`config.mk`:
```
export PLATFORM = sky130hd
export DESIGN_NAME = multi_slot_task_timer_unit
export DESIGN_NICKNAME = d
export VERILOG_FILES = /design/src/rtl/core/mstt_pkg.sv /design/src/rtl/core/mstt_ram.sv /design/src/rtl/core/mstt_alloc.sv /design/src/rtl/core/multi_slot_task_timer_unit.sv
export SDC_FILE = /design/constraint.sdc
export NUM_CORES = 1
export LEC_CHECK = 0
export ABC_AREA = 1
export ABC_CLOCK_PERIOD_IN_PS = 15050
export CAP_MARGIN = 20
export CORE_UTILIZATION = 35
export CTS_BUF_LIST = sky130_fd_sc_hd__clkbuf_16
export DETAILED_ROUTE_END_ITERATION = 10
export DONT_BUFFER_PORTS = 1
export PLACE_DENSITY = 0.54
export SLEW_MARGIN = 20
export SYNTH_ARGS = -nofsm -noshare
export SYNTH_HDL_FRONTEND = slang
export SYNTH_SLANG_ARGS = --single-unit
```
`constraint.sdc`:
```
create_clock -name clock -period 15.05 [get_ports clock]
set_input_delay 1.505 -clock clock [delete_from_list [all_inputs] [get_ports clock]]
set_output_delay 1.505 -clock clock [all_outputs]
set_load 0.01 [all_outputs]
```
`src/rtl/core/mstt_pkg.sv`:
```
// Types, constants and helpers for the multi-slot task timer unit
`timescale 1ns / 1ps
package mstt_pkg;

   localparam int NUM_SLOTS  = 8;
   localparam int SLOT_W     = $clog2(NUM_SLOTS);
   localparam int CNT_W      = $clog2(NUM_SLOTS + 1);
   localparam int RESULT_CAP = 8;
   localparam int REP_W      = $clog2(RESULT_CAP + 1);
   localparam int DELAY_W    = 24;
   localparam int TASK_W     = 8;

   localparam logic [DELAY_W-1:0] CHUNK   = 24'd16383;
   localparam logic [CNT_W-1:0]   ISS_END = CNT_W'(NUM_SLOTS);
   localparam logic [REP_W-1:0]   REP_CAP = REP_W'(RESULT_CAP);

   typedef enum logic [1:0] {
      REQ_ADD  = 2'd0,
      REQ_LONG = 2'd1,
      REQ_TICK = 2'd2
   } req_code_type;

   typedef enum logic [1:0] {
      KIND_ACCEPT = 2'd0,
      KIND_REJECT = 2'd1,
      KIND_FIRED  = 2'd2,
      KIND_IDLE   = 2'd3
   } kind_type;

   typedef enum logic [1:0] {
      ST_IDLE,
      ST_ADD,
      ST_WALK,
      ST_DONE
   } state_type;

   typedef struct packed {
      logic [1:0]         req_type;
      logic [DELAY_W-1:0] delay_ticks;
      logic [TASK_W-1:0]  task_id;
   } mstt_req_type;

   typedef struct packed {
      logic [1:0]        result_kind;
      logic [2:0]        slot_index;
      logic [TASK_W-1:0] fired_task;
      logic              last;
   } mstt_rsp_type;

   // One slot as kept in the slot memory
   typedef struct packed {
      logic [DELAY_W-1:0] count;
      logic [TASK_W-1:0]  task_id;
      logic               chain;
   } slot_entry_type;

   localparam int ENTRY_W = $bits(slot_entry_type);

   // Lowest free slot search result
   typedef struct packed {
      logic              found;
      logic [SLOT_W-1:0] idx;
   } alloc_type;

   // Reported slot number keeps its low three bits
   function automatic logic [2:0] slot_index_of(logic [SLOT_W-1:0] slot);
      logic [SLOT_W+2:0] wide;
      wide = {3'b000, slot};
      return wide[2:0];
   endfunction

endpackage

```
`src/rtl/core/mstt_ram.sv`:
```
// Generic single-port-write, single-port-read RAM with registered read
`timescale 1ns / 1ps
module mstt_ram #(
   parameter int WIDTH = 8,
   parameter int DEPTH = 8
) (
   input  logic                     clock,
   input  logic                     wr_en,
   input  logic [$clog2(DEPTH)-1:0] wr_addr,
   input  logic [WIDTH-1:0]         wr_data,
   input  logic                     rd_en,
   input  logic [$clog2(DEPTH)-1:0] rd_addr,
   output logic [WIDTH-1:0]         rd_data
);

   logic [WIDTH-1:0] mem_ff [DEPTH];
   logic [WIDTH-1:0] rd_data_ff;

   // Write port
   always_ff @(posedge clock) begin
      if (wr_en) begin
         mem_ff[wr_addr] <= wr_data;
      end
   end

   // Read port, old data on a same-address write
   always_ff @(posedge clock) begin
      if (rd_en) begin
         rd_data_ff <= mem_ff[rd_addr];
      end
   end

   assign rd_data = rd_data_ff;

endmodule

```
`src/rtl/core/mstt_alloc.sv`:
```
// Lowest free slot finder
`timescale 1ns / 1ps
module mstt_alloc (
   input  logic [mstt_pkg::NUM_SLOTS-1:0] free_vec,
   output mstt_pkg::alloc_type            result
);
   import mstt_pkg::*;

   // Scan from the top so the lowest free slot wins
   always_comb begin
      result.found = 1'b0;
      result.idx   = '0;
      for (int i = NUM_SLOTS - 1; i >= 0; i--) begin
         if (free_vec[i]) begin
            result.found = 1'b1;
            result.idx   = SLOT_W'(i);
         end
      end
   end

endmodule

```
`src/rtl/core/multi_slot_task_timer_unit.sv`:
```
// Top level of the multi-slot task timer unit
//
//  Channel  Direction  Handshake              Payload
//  req_     in         req_valid / req_stall  mstt_req_type (req_type, delay_ticks, task_id)
//  rsp_     out        rsp_valid / rsp_stall  mstt_rsp_type (result_kind, slot_index,
//                                             fired_task, last)
//
// An add is accepted, then searches the busy bits and writes the slot in the add state.
// A tick walks the slots, reading one slot per cycle from the slot memory unless a stalled
// result holds the walk and writing back each entry that it decrements; the final result
// leaves from the done state. Items are taken one at a time. Reset is synchronous and
// clears all busy bits and the chain state; the slot memory needs no clearing. A stalled
// result port holds the walk only when another fired result has to leave.
`timescale 1ns / 1ps
module multi_slot_task_timer_unit (
   input  logic                   clock,
   input  logic                   reset,
   input  logic                   req_valid,
   output logic                   req_stall,
   input  mstt_pkg::mstt_req_type req_data,
   output logic                   rsp_valid,
   input  logic                   rsp_stall,
   output mstt_pkg::mstt_rsp_type rsp_data
);
   import mstt_pkg::*;

   state_type               state_ff, state_in;
   mstt_req_type            req_ff, req_in;
   logic [NUM_SLOTS-1:0]    busy_ff, busy_in;
   logic [TASK_W-1:0]       chain_target_ff, chain_target_in;
   logic [DELAY_W-1:0]      chain_rem_ff, chain_rem_in;
   logic                    chain_active_ff, chain_active_in;
   logic [CNT_W-1:0]        iss_ff, iss_in;
   logic                    proc_v_ff, proc_v_in;
   logic [SLOT_W-1:0]       proc_idx_ff, proc_idx_in;
   logic                    fwd_v_ff, fwd_v_in;
   slot_entry_type          fwd_data_ff, fwd_data_in;
   logic                    held_v_ff, held_v_in;
   logic [SLOT_W-1:0]       held_slot_ff, held_slot_in;
   logic [TASK_W-1:0]       held_task_ff, held_task_in;
   logic [REP_W-1:0]        rep_ff, rep_in;
   logic                    out_v_ff, out_v_in;
   mstt_rsp_type            out_data_ff, out_data_in;

   logic                    accept;
   logic                    out_free;
   logic                    walk_stall;
   logic                    walk_go;
   logic                    add_go;
   slot_entry_type          cur;
   logic                    proc_busy;
   logic                    p_dec, p_exp, p_fire, p_report, p_emit;
   logic                    rearm, final_add, place_req;
   slot_entry_type          place_entry;
   logic [DELAY_W-1:0]      a_delay;
   logic                    a_long, a_try;
   slot_entry_type          a_entry;
   logic [NUM_SLOTS-1:0]    clr_mask;
   alloc_type               alloc;
   logic                    ram_we, ram_re;
   logic [SLOT_W-1:0]       ram_waddr, ram_raddr;
   slot_entry_type          ram_wdata;
   logic [ENTRY_W-1:0]      ram_rdata;
   logic                    push;
   mstt_rsp_type            push_data;

   mstt_ram #(
      .WIDTH (ENTRY_W),
      .DEPTH (NUM_SLOTS)
   ) u_slot_ram (
      .clock   (clock),
      .wr_en   (ram_we),
      .wr_addr (ram_waddr),
      .wr_data (ram_wdata),
      .rd_en   (ram_re),
      .rd_addr (ram_raddr),
      .rd_data (ram_rdata)
   );

   mstt_alloc u_alloc (
      .free_vec (~busy_ff | clr_mask),
      .result   (alloc)
   );

   assign accept   = req_valid && !req_stall;
   assign out_free = !out_v_ff || !rsp_stall;

   // Decode the slot under the walk; forwarded data covers a same-cycle write
   always_comb begin
      cur       = fwd_v_ff ? fwd_data_ff : slot_entry_type'(ram_rdata);
      proc_busy = (state_ff == ST_WALK) && proc_v_ff && busy_ff[proc_idx_ff];
      p_dec     = proc_busy && (cur.count > 24'd1);
      p_exp     = proc_busy && !p_dec;
      p_fire    = p_exp && !cur.chain;
      p_report  = p_fire && (rep_ff < REP_CAP);
      p_emit    = p_report && held_v_ff;
      rearm     = p_exp && cur.chain && (chain_rem_ff > CHUNK);
      final_add = p_exp && cur.chain && !rearm && (chain_rem_ff != '0);
      place_req = rearm || (final_add && (chain_target_ff != '0));
      clr_mask  = '0;
      if (p_exp) begin
         clr_mask[proc_idx_ff] = 1'b1;
      end
      if (rearm) begin
         place_entry = '{count: CHUNK, task_id: '0, chain: 1'b1};
      end else begin
         place_entry = '{count: chain_rem_ff, task_id: chain_target_ff, chain: 1'b0};
      end
   end

   // Decode the registered add request
   always_comb begin
      a_delay = (req_ff.delay_ticks == '0) ? 24'd1 : req_ff.delay_ticks;
      a_long  = (req_ff.req_type == REQ_LONG) && (a_delay > CHUNK);
      a_try   = (req_ff.task_id != '0) && !(a_long && chain_active_ff);
      if (a_long) begin
         a_entry = '{count: CHUNK, task_id: '0, chain: 1'b1};
      end else begin
         a_entry = '{count: a_delay, task_id: req_ff.task_id, chain: 1'b0};
      end
   end

   // Next state
   always_comb begin
      state_in = state_ff;
      case (state_ff)
         ST_IDLE: begin
            if (accept) begin
               case (req_data.req_type)
                  REQ_ADD, REQ_LONG: state_in = ST_ADD;
                  REQ_TICK:          state_in = ST_WALK;
                  default:           state_in = ST_IDLE;
               endcase
            end
         end
         ST_ADD: begin
            if (out_free) begin
               state_in = ST_IDLE;
            end
         end
         ST_WALK: begin
            if (!walk_stall && (iss_ff == ISS_END)) begin
               state_in = ST_DONE;
            end
         end
         ST_DONE: begin
            if (out_free) begin
               state_in = ST_IDLE;
            end
         end
         default: state_in = ST_IDLE;
      endcase
   end

   // State outputs
   always_comb begin
      req_stall  = (state_ff != ST_IDLE);
      walk_stall = p_emit && !out_free;
      walk_go    = (state_ff == ST_WALK) && !walk_stall;
      add_go     = (state_ff == ST_ADD) && out_free;
   end

   // Slot memory access, busy bits, chain state and results
   always_comb begin
      req_in          = req_ff;
      busy_in         = busy_ff;
      chain_target_in = chain_target_ff;
      chain_rem_in    = chain_rem_ff;
      chain_active_in = chain_active_ff;
      iss_in          = iss_ff;
      proc_v_in       = proc_v_ff;
      proc_idx_in     = proc_idx_ff;
      fwd_v_in        = fwd_v_ff;
      fwd_data_in     = fwd_data_ff;
      held_v_in       = held_v_ff;
      held_slot_in    = held_slot_ff;
      held_task_in    = held_task_ff;
      rep_in          = rep_ff;
      ram_we          = 1'b0;
      ram_waddr       = alloc.idx;
      ram_wdata       = a_entry;
      ram_re          = 1'b0;
      ram_raddr       = iss_ff[SLOT_W-1:0];
      push            = 1'b0;
      push_data       = '{result_kind: KIND_REJECT, slot_index: '0, fired_task: '0,
                          last: 1'b1};

      // Capture a new transaction and clear the walk bookkeeping
      if (accept) begin
         req_in    = req_data;
         iss_in    = '0;
         held_v_in = 1'b0;
         rep_in    = '0;
      end

      // Place an add in the lowest free slot
      if (add_go) begin
         push = 1'b1;
         if (a_try && alloc.found) begin
            ram_we         = 1'b1;
            ram_wdata      = a_entry;
            busy_in[alloc.idx] = 1'b1;
            push_data.result_kind = KIND_ACCEPT;
            push_data.slot_index  = slot_index_of(alloc.idx);
            if (a_long) begin
               chain_target_in = req_ff.task_id;
               chain_rem_in    = a_delay - CHUNK;
               chain_active_in = 1'b1;
            end
         end
      end

      if (walk_go) begin
         // Issue the next slot read; forward a write that hits it
         proc_v_in = 1'b0;
         if (iss_ff != ISS_END) begin
            ram_re      = 1'b1;
            iss_in      = iss_ff + CNT_W'(1);
            proc_v_in   = 1'b1;
            proc_idx_in = iss_ff[SLOT_W-1:0];
         end

         // Decrement, or free an expired slot
         if (p_dec) begin
            ram_we    = 1'b1;
            ram_waddr = proc_idx_ff;
            ram_wdata = '{count: cur.count - 24'd1, task_id: cur.task_id, chain: cur.chain};
         end else if (p_exp) begin
            busy_in[proc_idx_ff] = 1'b0;
         end

         // Re-arm or finish the chain
         if (rearm) begin
            chain_rem_in = chain_rem_ff - CHUNK;
         end else if (final_add) begin
            chain_rem_in    = '0;
            chain_target_in = '0;
            chain_active_in = 1'b0;
         end
         if (place_req && alloc.found) begin
            ram_we             = 1'b1;
            ram_waddr          = alloc.idx;
            ram_wdata          = place_entry;
            busy_in[alloc.idx] = 1'b1;
         end

         if (ram_re) begin
            fwd_v_in    = ram_we && (ram_waddr == ram_raddr);
            fwd_data_in = ram_wdata;
         end

         // Release the held fire and hold the new one
         if (p_emit) begin
            push      = 1'b1;
            push_data = '{result_kind: KIND_FIRED, slot_index: slot_index_of(held_slot_ff),
                          fired_task: held_task_ff, last: 1'b0};
         end
         if (p_report) begin
            held_v_in    = 1'b1;
            held_slot_in = proc_idx_ff;
            held_task_in = cur.task_id;
            rep_in       = rep_ff + REP_W'(1);
         end
      end

      // Close the tick
      if ((state_ff == ST_DONE) && out_free) begin
         push = 1'b1;
         if (held_v_ff) begin
            push_data = '{result_kind: KIND_FIRED, slot_index: slot_index_of(held_slot_ff),
                          fired_task: held_task_ff, last: 1'b1};
         end else begin
            push_data = '{result_kind: KIND_IDLE, slot_index: '0, fired_task: '0,
                          last: 1'b1};
         end
         held_v_in = 1'b0;
      end
   end

   // Output register
   always_comb begin
      out_data_in = out_data_ff;
      out_v_in    = out_v_ff && rsp_stall;
      if (push) begin
         out_v_in    = 1'b1;
         out_data_in = push_data;
      end
   end

   assign rsp_valid = out_v_ff;
   assign rsp_data  = out_data_ff;

   // Control state
   always_ff @(posedge clock) begin
      if (reset) begin
         state_ff        <= ST_IDLE;
         busy_ff         <= '0;
         chain_target_ff <= '0;
         chain_rem_ff    <= '0;
         chain_active_ff <= 1'b0;
         iss_ff          <= '0;
         proc_v_ff       <= 1'b0;
         fwd_v_ff        <= 1'b0;
         held_v_ff       <= 1'b0;
         rep_ff          <= '0;
         out_v_ff        <= 1'b0;
      end else begin
         state_ff        <= state_in;
         busy_ff         <= busy_in;
         chain_target_ff <= chain_target_in;
         chain_rem_ff    <= chain_rem_in;
         chain_active_ff <= chain_active_in;
         iss_ff          <= iss_in;
         proc_v_ff       <= proc_v_in;
         fwd_v_ff        <= fwd_v_in;
         held_v_ff       <= held_v_in;
         rep_ff          <= rep_in;
         out_v_ff        <= out_v_in;
      end
   end

   // Payload registers
   always_ff @(posedge clock) begin
      req_ff       <= req_in;
      proc_idx_ff  <= proc_idx_in;
      fwd_data_ff  <= fwd_data_in;
      held_slot_ff <= held_slot_in;
      held_task_ff <= held_task_in;
      out_data_ff  <= out_data_in;
   end

endmodule

```
==> run metrics, run 1 <==
WL per Instance 20.2 um; clock network power share 0.391; Critical Path AT 5.49 ns; sequential area share after synthesis 0.641; minimum clock period after layout 5.24 ns; power per unit of standard cell area 128 mW/mm^2; final cell area excluding filler cells 0.0224 mm^2; number of hold violations in the final report 0; number of detailed-routing iterations run before antenna repair 5; worst-case clock buffer depth 3; insertion delay of the later-clocked pin in the worst-skew pair 0.59 ns; async set-or-reset flop fraction in the synthesized netlist 0; final setup slack of the worst path 9.81 ns; Yosys top cell by area edfxtp_1; measured slew at the worst slew-check pin 1.06 ns; count of state elements after synthesis 447; Sw Pwr 0.725 mW; Worst Path Class, Setup flip-flop to flip-flop; Setup Skew 0.0163 ns; clock tree from TritonCTS yes; CP Max Fanout 36; placed cell count 2608; number of clock sinks 447; global-route wire length before repair 83.1 mm; clock transition time at the flip-flop clock pins of the worst setup and hold paths 0.06 ns; total of endpoints with negative setup slack in the final report 0; effective utilization at floorplan 0.355; Post-Place Setup Slack 9.88 ns; Synth-to-Final Area Change 11.4%; synthesized instance count 1923; Post-Syn Area 0.0201 mm^2; number of nets produced by synthesis 1969; leakage power of the design 7.65 nW; Overflow after GRT 0; Int Power 2.14 mW; final weighted congestion in routability-driven placement 0.864; Synth warnings 0; list of most frequent post-synthesis cells edfxtp_1, nor2_1, nand2_1; post-CTS setup-driven buffer insertion count 0; chain of cells forming the critical path buf_4 -> inv_4 -> or2_1 -> o21ai_2 -> inv_1 -> ha_1 -> nor2_1 -> nor2_1 -> nand2_1 -> nor2_2 -> nand3_2 -> nor2_4 -> nand2_1 -> a31oi_1 -> nand2_1 -> nand2_1 -> buf_4 -> nor2_2 -> buf_4 -> inv_1 -> o32ai_1; remaining antenna violation count after routing 0; main area contributors after synthesis edfxtp_1, nor2_1, dfxtp_1; data required time of the worst path 15.30 ns; share of layout cells above drive strength 1 0.0881; count of non-filler cells in the finished layout 2697; nature of the critical path endpoint flip-flop; number of standard-cell rows in the floorplan 87; Avg Cell Area, Syn 10.4 um^2; vias in the first global route 13.9k; library cell used as clock root buffer clkbuf_16; portion of synthesized cell area occupied by the leading cell type 0.586; Die Footprint 0.0584 mm^2; Inserted Clock Buffers 48; number of distinct library cell variants in the gate-level netlist after synthesis 56; Total GRT Usage 0.185; most instantiated library cell after synthesis edfxtp_1; cts hold-fix bufs 0; total of max-cap violations 0; Largest stage delay, worst path 0.83 ns; cells resized by post-CTS repair 0; startpoint types flip-flop; Max H-tree Level 2; Routed WL 54.5 mm; summed negative setup slack over all endpoints 0 ns; die height 242 um; fin nets 1948; number of primary I/O pins 54; number of I/O port buffers 0; detailed-route via count 14.2k; cell area after placement 0.0209 mm^2; fraction of power spent switching nets 0.253; unrepaired setup endpoints after global routing false; max frequency 191 MHz; Main synth FF type edfxtp_1; Most Frequent Cell on Critical Path nand2_1; cell with the biggest individual delay on the critical path o32ai_1; largest net degree at the start of global routing 83; detailed placement HPWL 33.7 mm; DRT iter0 DRCs 1181; die outline width 242 um; number of enable-type register cells in the synthesized netlist 392; Max-Slew Margin vs Limit 0.289; Final period util 0.348; sequential cell fraction of total power 0.512; worst hold-check path type flip-flop to flip-flop; count of final max-slew check failures 0; total core area 0.0566 mm^2; via-per-instance ratio 5.26; combinational group share of total power 0.097; diode count 0; antenna violations before repair 2; detailed-route DRC error count 0; result of the run completed; Worst VDD drop 0.0670 mV
[flip-flops by register name (all words and copies together) (netlist names), 14 cells and up]
register / count
chain_rem_ff: 24
fwd_data_ff: 33
req_ff: 34
rsp_data: 14
u_slot_ram.mem_ff: 264
u_slot_ram.rd_data: 33
[metal layers]
| layer | part of all wire | GRT usage |
|---|---|---|
| met5 | 0 | 0 |
| met4 | 0.033 | 0.0753 |
| met3 | 0.054 | 0.0302 |
| met2 | 0.47 | 0.302 |
| met1 | 0.44 | 0.245 |
[worst paths after layout]
kind,startpoint,endpoint,slack [ns],cells past startpoint
max,fwd_v_ff$_SDFFE_PP0P_,u_slot_ram.mem_ff[1][26]$_DFFE_PP_,9.81,21
min,proc_v_ff$_SDFFE_PP0P_,proc_v_ff$_SDFFE_PP0P_,0.46,2
max reg2reg,fwd_v_ff$_SDFFE_PP0P_,u_slot_ram.mem_ff[1][26]$_DFFE_PP_,9.81,21
min reg2reg,proc_v_ff$_SDFFE_PP0P_,proc_v_ff$_SDFFE_PP0P_,0.46,2
[cell usage in the layout (no fill, tap or decap), drive strengths merged, types with 4 or more instances in the layout]
master and n:
nand2 291, a311oi 5, inv 147, nor4 13, a211oi 12, o22ai 38, a32o 4, nor3 20
buf 28, o21ai 179, dfxtp 55, nand4 8, xnor2 16, clkinv 27, o211ai 48, o31ai 5
nor2 346, edfxtp 392, o32ai 4, xor2 29, a21oi 60, ha 8, a31oi 40, nand3 86
clkbuf 48, o2111ai 10
[cell type report]
class | instances | area (um^2)
multi-input combinational | 1239 | 6340
sequential | 447 | 12900
clock buffer | 48 | 1200
clock inverter | 41 | 277
timing repair buffer | 28 | 214
fill | 5475 | 34200
inverter | 138 | 522
tap | 756 | 946
[critical path: cells and delay by family (launching register included)]
| kind | cells | cell delay [ns] |
|---|---|---|
| AO/OA/AOI/OAI | 3 | 0.97 |
| buffers and inverters | 6 | 1.57 |
| AND/OR/NAND/NOR | 11 | 1.80 |
| adder cells (fa/ha/maj) | 1 | 0.21 |
| flip-flops | 1 | 0.31 |
[power groups by stage]
stage                     logic, mW  clock network [mW]  registers, mW
after floorplan               0.198                   0           1.47
after global placement        0.273                   0           1.49
after detailed placement      0.278                   0           1.49
after CTS                     0.279                1.14           1.47
after global routing          0.311                1.19           1.47
final                         0.278                1.12           1.47
[through the flow]
step | hold slack, ns | power [mW] | util
2_1_floorplan | 0.424 | 1.67 | -
3_3_place_gp | 0.457 | 1.76 | 0.369
3_5_place_dp | 0.453 | 1.77 | 0.369
4_1_cts | 0.463 | 2.89 | 0.395
5_1_grt | 0.472 | 2.97 | 0.395
6_report | 0.461 | 2.86 | 0.395
[logic make-up (layout without fill, tap and decap cells)]
kind of cell,Yosys count,after routing,share of synthesized area
xor gates and xnor gates,45,45,0.0196
muxes,1,1,0.000498
and+or+nand+nor,769,769,0.161
DFF,447,447,0.641
buffers and inverters,237,255,0.0476
AOI/OAI and AO/OA,416,416,0.126
adders and majority gates,8,8,0.00498
Note: power is estimated with default switching activity, not from simulation.
==> run 2: changes to the inputs <==
--- a/config.mk
+++ b/config.mk
@@ -6,7 +6,7 @@
 export NUM_CORES = 1
 export LEC_CHECK = 0
 export ABC_AREA = 1
-export ABC_CLOCK_PERIOD_IN_PS = 15050
+export ABC_CLOCK_PERIOD_IN_PS = 4950
 export CAP_MARGIN = 20
 export CORE_UTILIZATION = 35
 export CTS_BUF_LIST = sky130_fd_sc_hd__clkbuf_16
==> constraint.sdc (replaced) <==
create_clock -name clock -period 4.95 [get_ports clock]
set_input_delay 0.495 -clock clock [delete_from_list [all_inputs] [get_ports clock]]
set_output_delay 0.495 -clock clock [all_outputs]
set_load 0.01 [all_outputs]
==> run 2 against run 1 <==
Register-to-register slack lost 9.4 ns. Critical path depth shrank 3. Die area is the same. Clock-buffer cell count grew 1. Sequential power grew to 3.0 times the previous value. Total power grew to 3.1 times the previous value. Final cell count grew 1.5%.
==> run metrics, run 2 (synthesis results as in run 1) <==
Die Footprint 0.0584 mm^2 (unchanged); detailed placement HPWL 34.2 mm (+1.4%); Hold Path Sink fwd_v_ff$_SDFFE_PP0P_; depth of the worst hold-timing path 1 (-1); Critical Path AT 4.85 ns (-0.64 ns); number of standard-cell rows in the floorplan 87 (unchanged); detailed-route via count 14.3k (+0.51%); count of final max-slew check failures 0 (unchanged); count of non-filler cells in the finished layout 2738 (+1.5%); number of detailed-routing iterations run before antenna repair 5 (unchanged); Worst VDD drop 0.254 mV (+280%); Worst Path Class, Setup flip-flop to flip-flop; Setup Skew 0.0107 ns (-0.00562 ns); post-CTS setup-driven buffer insertion count 0 (unchanged); minimum clock period after layout 4.55 ns (-0.697 ns); number of hold violations in the final report 0 (unchanged); diode count 0 (unchanged); measured slew at the worst slew-check pin 1.02 ns (-0.0390 ns); start of the worst register-to-register path fwd_v_ff$_SDFFE_PP0P_; number of primary I/O pins 54 (unchanged); worst hold-check path type input port to flip-flop; total of endpoints with negative setup slack in the final report 0 (unchanged); leakage power of the design 7.84 nW (+2.5%); die height 242 um (unchanged); vias in the first global route 13.9k (unchanged); Final period util 0.919 (+0.570); detailed-route DRC error count 0 (unchanged); largest net degree at the start of global routing 76 (-8.4%); registers with the highest flip-flop counts u_slot_ram.mem_ff (264), req_ff (34); effective utilization at floorplan 0.355 (unchanged); library cell used as clock root buffer clkbuf_16; antenna violations before repair 0 (-2); Total GRT Usage 0.181 (-0.00394); insertion delay of the later-clocked pin in the worst-skew pair 0.60 ns (about the same); Inserted Clock Buffers 49 (+2.1%); via-per-instance ratio 5.21 (-1.0%); overall power after layout 8.74 mW (+210%); worst-case clock buffer depth 3 (unchanged); Routed WL 53.3 mm (-2.2%); power per unit of standard cell area 383 mW/mm^2 (+200%); setup slack, reg-to-reg 0.40 ns (-9.40 ns); critical hold path startpoint reset; total of max-cap violations 0 (unchanged); depth of the most critical reg-to-reg path 18 (-14%); number of I/O port buffers 0 (unchanged); end-of-flow core utilization 0.403 (+0.00767); unrepaired setup endpoints after global routing false; register with the most flip-flops u_slot_ram.mem_ff; global-route wire length before repair 81.9 mm (-1.4%); final weighted congestion in routability-driven placement 0.862 (-0.31%); clock tree from TritonCTS yes; max frequency 220 MHz (+15%); die outline width 242 um (unchanged); fin nets 1990 (+2.2%); placed cell count 2614 (+0.23%); result of the run completed; CP Max Fanout 18 (-50%); clock transition time at the flip-flop clock pins of the worst setup and hold paths 0.06 ns (about the same); summed negative setup slack over all endpoints 0 ns (unchanged); nature of the critical path endpoint flip-flop; total core area 0.0566 mm^2 (unchanged); most common library cell in the layout ignoring fill and taps edfxtp_1; remaining antenna violation count after routing 0 (unchanged); Synth-to-Final Area Change 13.5%; startpoint types flip-flop; share of layout cells above drive strength 1 0.0883 (+0.000196); destination of the worst register-to-register timing path u_slot_ram.mem_ff[2][13]$_DFFE_PP_; DRT iter0 DRCs 1202 (+1.8%); data required time of the worst path 5.25 ns (-10.05 ns); commonest cells after routing, fill and taps aside edfxtp_1, nor2_1, nand2_1; Max-Slew Margin vs Limit 0.318 (+0.0290); number of flip-flops in the largest register 264 (unchanged); Worst Hold Margin 0.0641 ns (-0.397 ns); Max H-tree Level 2 (unchanged); WL per Instance 19.5 um (-3.7%); number of clock sinks 447 (unchanged); Overflow after GRT 0 (unchanged)
run 2: cell count changes in the layout (fill, tap and decap cells not counted), moves of 2 or more:
cell,delta
inv_1,+3
clkinv_1,+2
buf_4,+3
clkinv_2,-3
buf_12,+3
dlygate4sd3_1,+34
run 2: report_power, final:
part           internal (mW)  total [mW]  switching, mW
registers               4.34        4.44         0.0974
clock network           1.90        3.39           1.49
logic                  0.264       0.912          0.648
run 2: layout make-up:
cell class / instances / area [um^2]
clock buffer: 49 / 1230
clock inverter: 40 / 240
fill: 5495 / 33800
inverter: 138 / 522
multi-input combinational: 1239 / 6350
sequential: 447 / 12900
tap: 756 / 946
timing repair buffer: 69 / 648
run 2: worst max-delay path, stage by stage, from the launching register on:
cell,delay [ns]
dfxtp_1,0.69
mux2i_1,0.37
ha_1,0.26
nor2_1,0.08
nor2_1,0.10
nand2_1,0.07
nor2_2,0.12
nand3_2,0.18
nor2_4,0.34
nand2_1,0.11
a31oi_1,0.23
nand2_1,0.11
nand2_1,0.20
nor2_2,0.07
buf_4,0.18
nand2_2,0.10
nand3_1,0.21
nor2_4,0.56
buf_12,0.25
run 2: metal layers:
layer	vias to the layer above	track usage	share of wire
li1	6840	-	-
met1	6946	0.235	0.43
met2	383	0.305	0.48
met3	98	0.0300	0.051
met4	0	0.0646	0.031
met5	-	0	0
run 2: per-stage QoR:
stage	instance area (um^2)	worst slack, ns
3_3_place_gp	21000	0.572
4_1_cts	22800	0.452
5_1_grt	22800	0.0147
3_5_place_dp	21000	0.455
6_report	22800	0.402
2_1_floorplan	20100	0.360
run 2: what timing repair did:
action / in CTS / in global routing
hold buffers: 35 / 0
setup endpoints to repair: 0 / 38
hold endpoints to repair: 74 / 0
resized for setup: 0 / 2
run 2: worst max-delay path by stage:
| stage | end | slack (ns) | startpoint |
|---|---|---|---|
| 6_report | u_slot_ram.mem_ff[2][13]$_DFFE_PP_ | 0.40 | fwd_v_ff$_SDFFE_PP0P_ |
| 5_1_grt | u_slot_ram.mem_ff[3][14]$_DFFE_PP_ | 0.01 | fwd_v_ff$_SDFFE_PP0P_ |
| 4_1_cts | u_slot_ram.mem_ff[7][4]$_DFFE_PP_ | 0.45 | fwd_v_ff$_SDFFE_PP0P_ |
| 3_5_place_dp | u_slot_ram.mem_ff[7][12]$_DFFE_PP_ | 0.45 | fwd_v_ff$_SDFFE_PP0P_ |
| 3_3_place_gp | u_slot_ram.mem_ff[7][15]$_DFFE_PP_ | 0.57 | fwd_v_ff$_SDFFE_PP0P_ |
| 2_1_floorplan | u_slot_ram.mem_ff[1][0]$_DFFE_PP_ | 0.36 | fwd_v_ff$_SDFFE_PP0P_ |
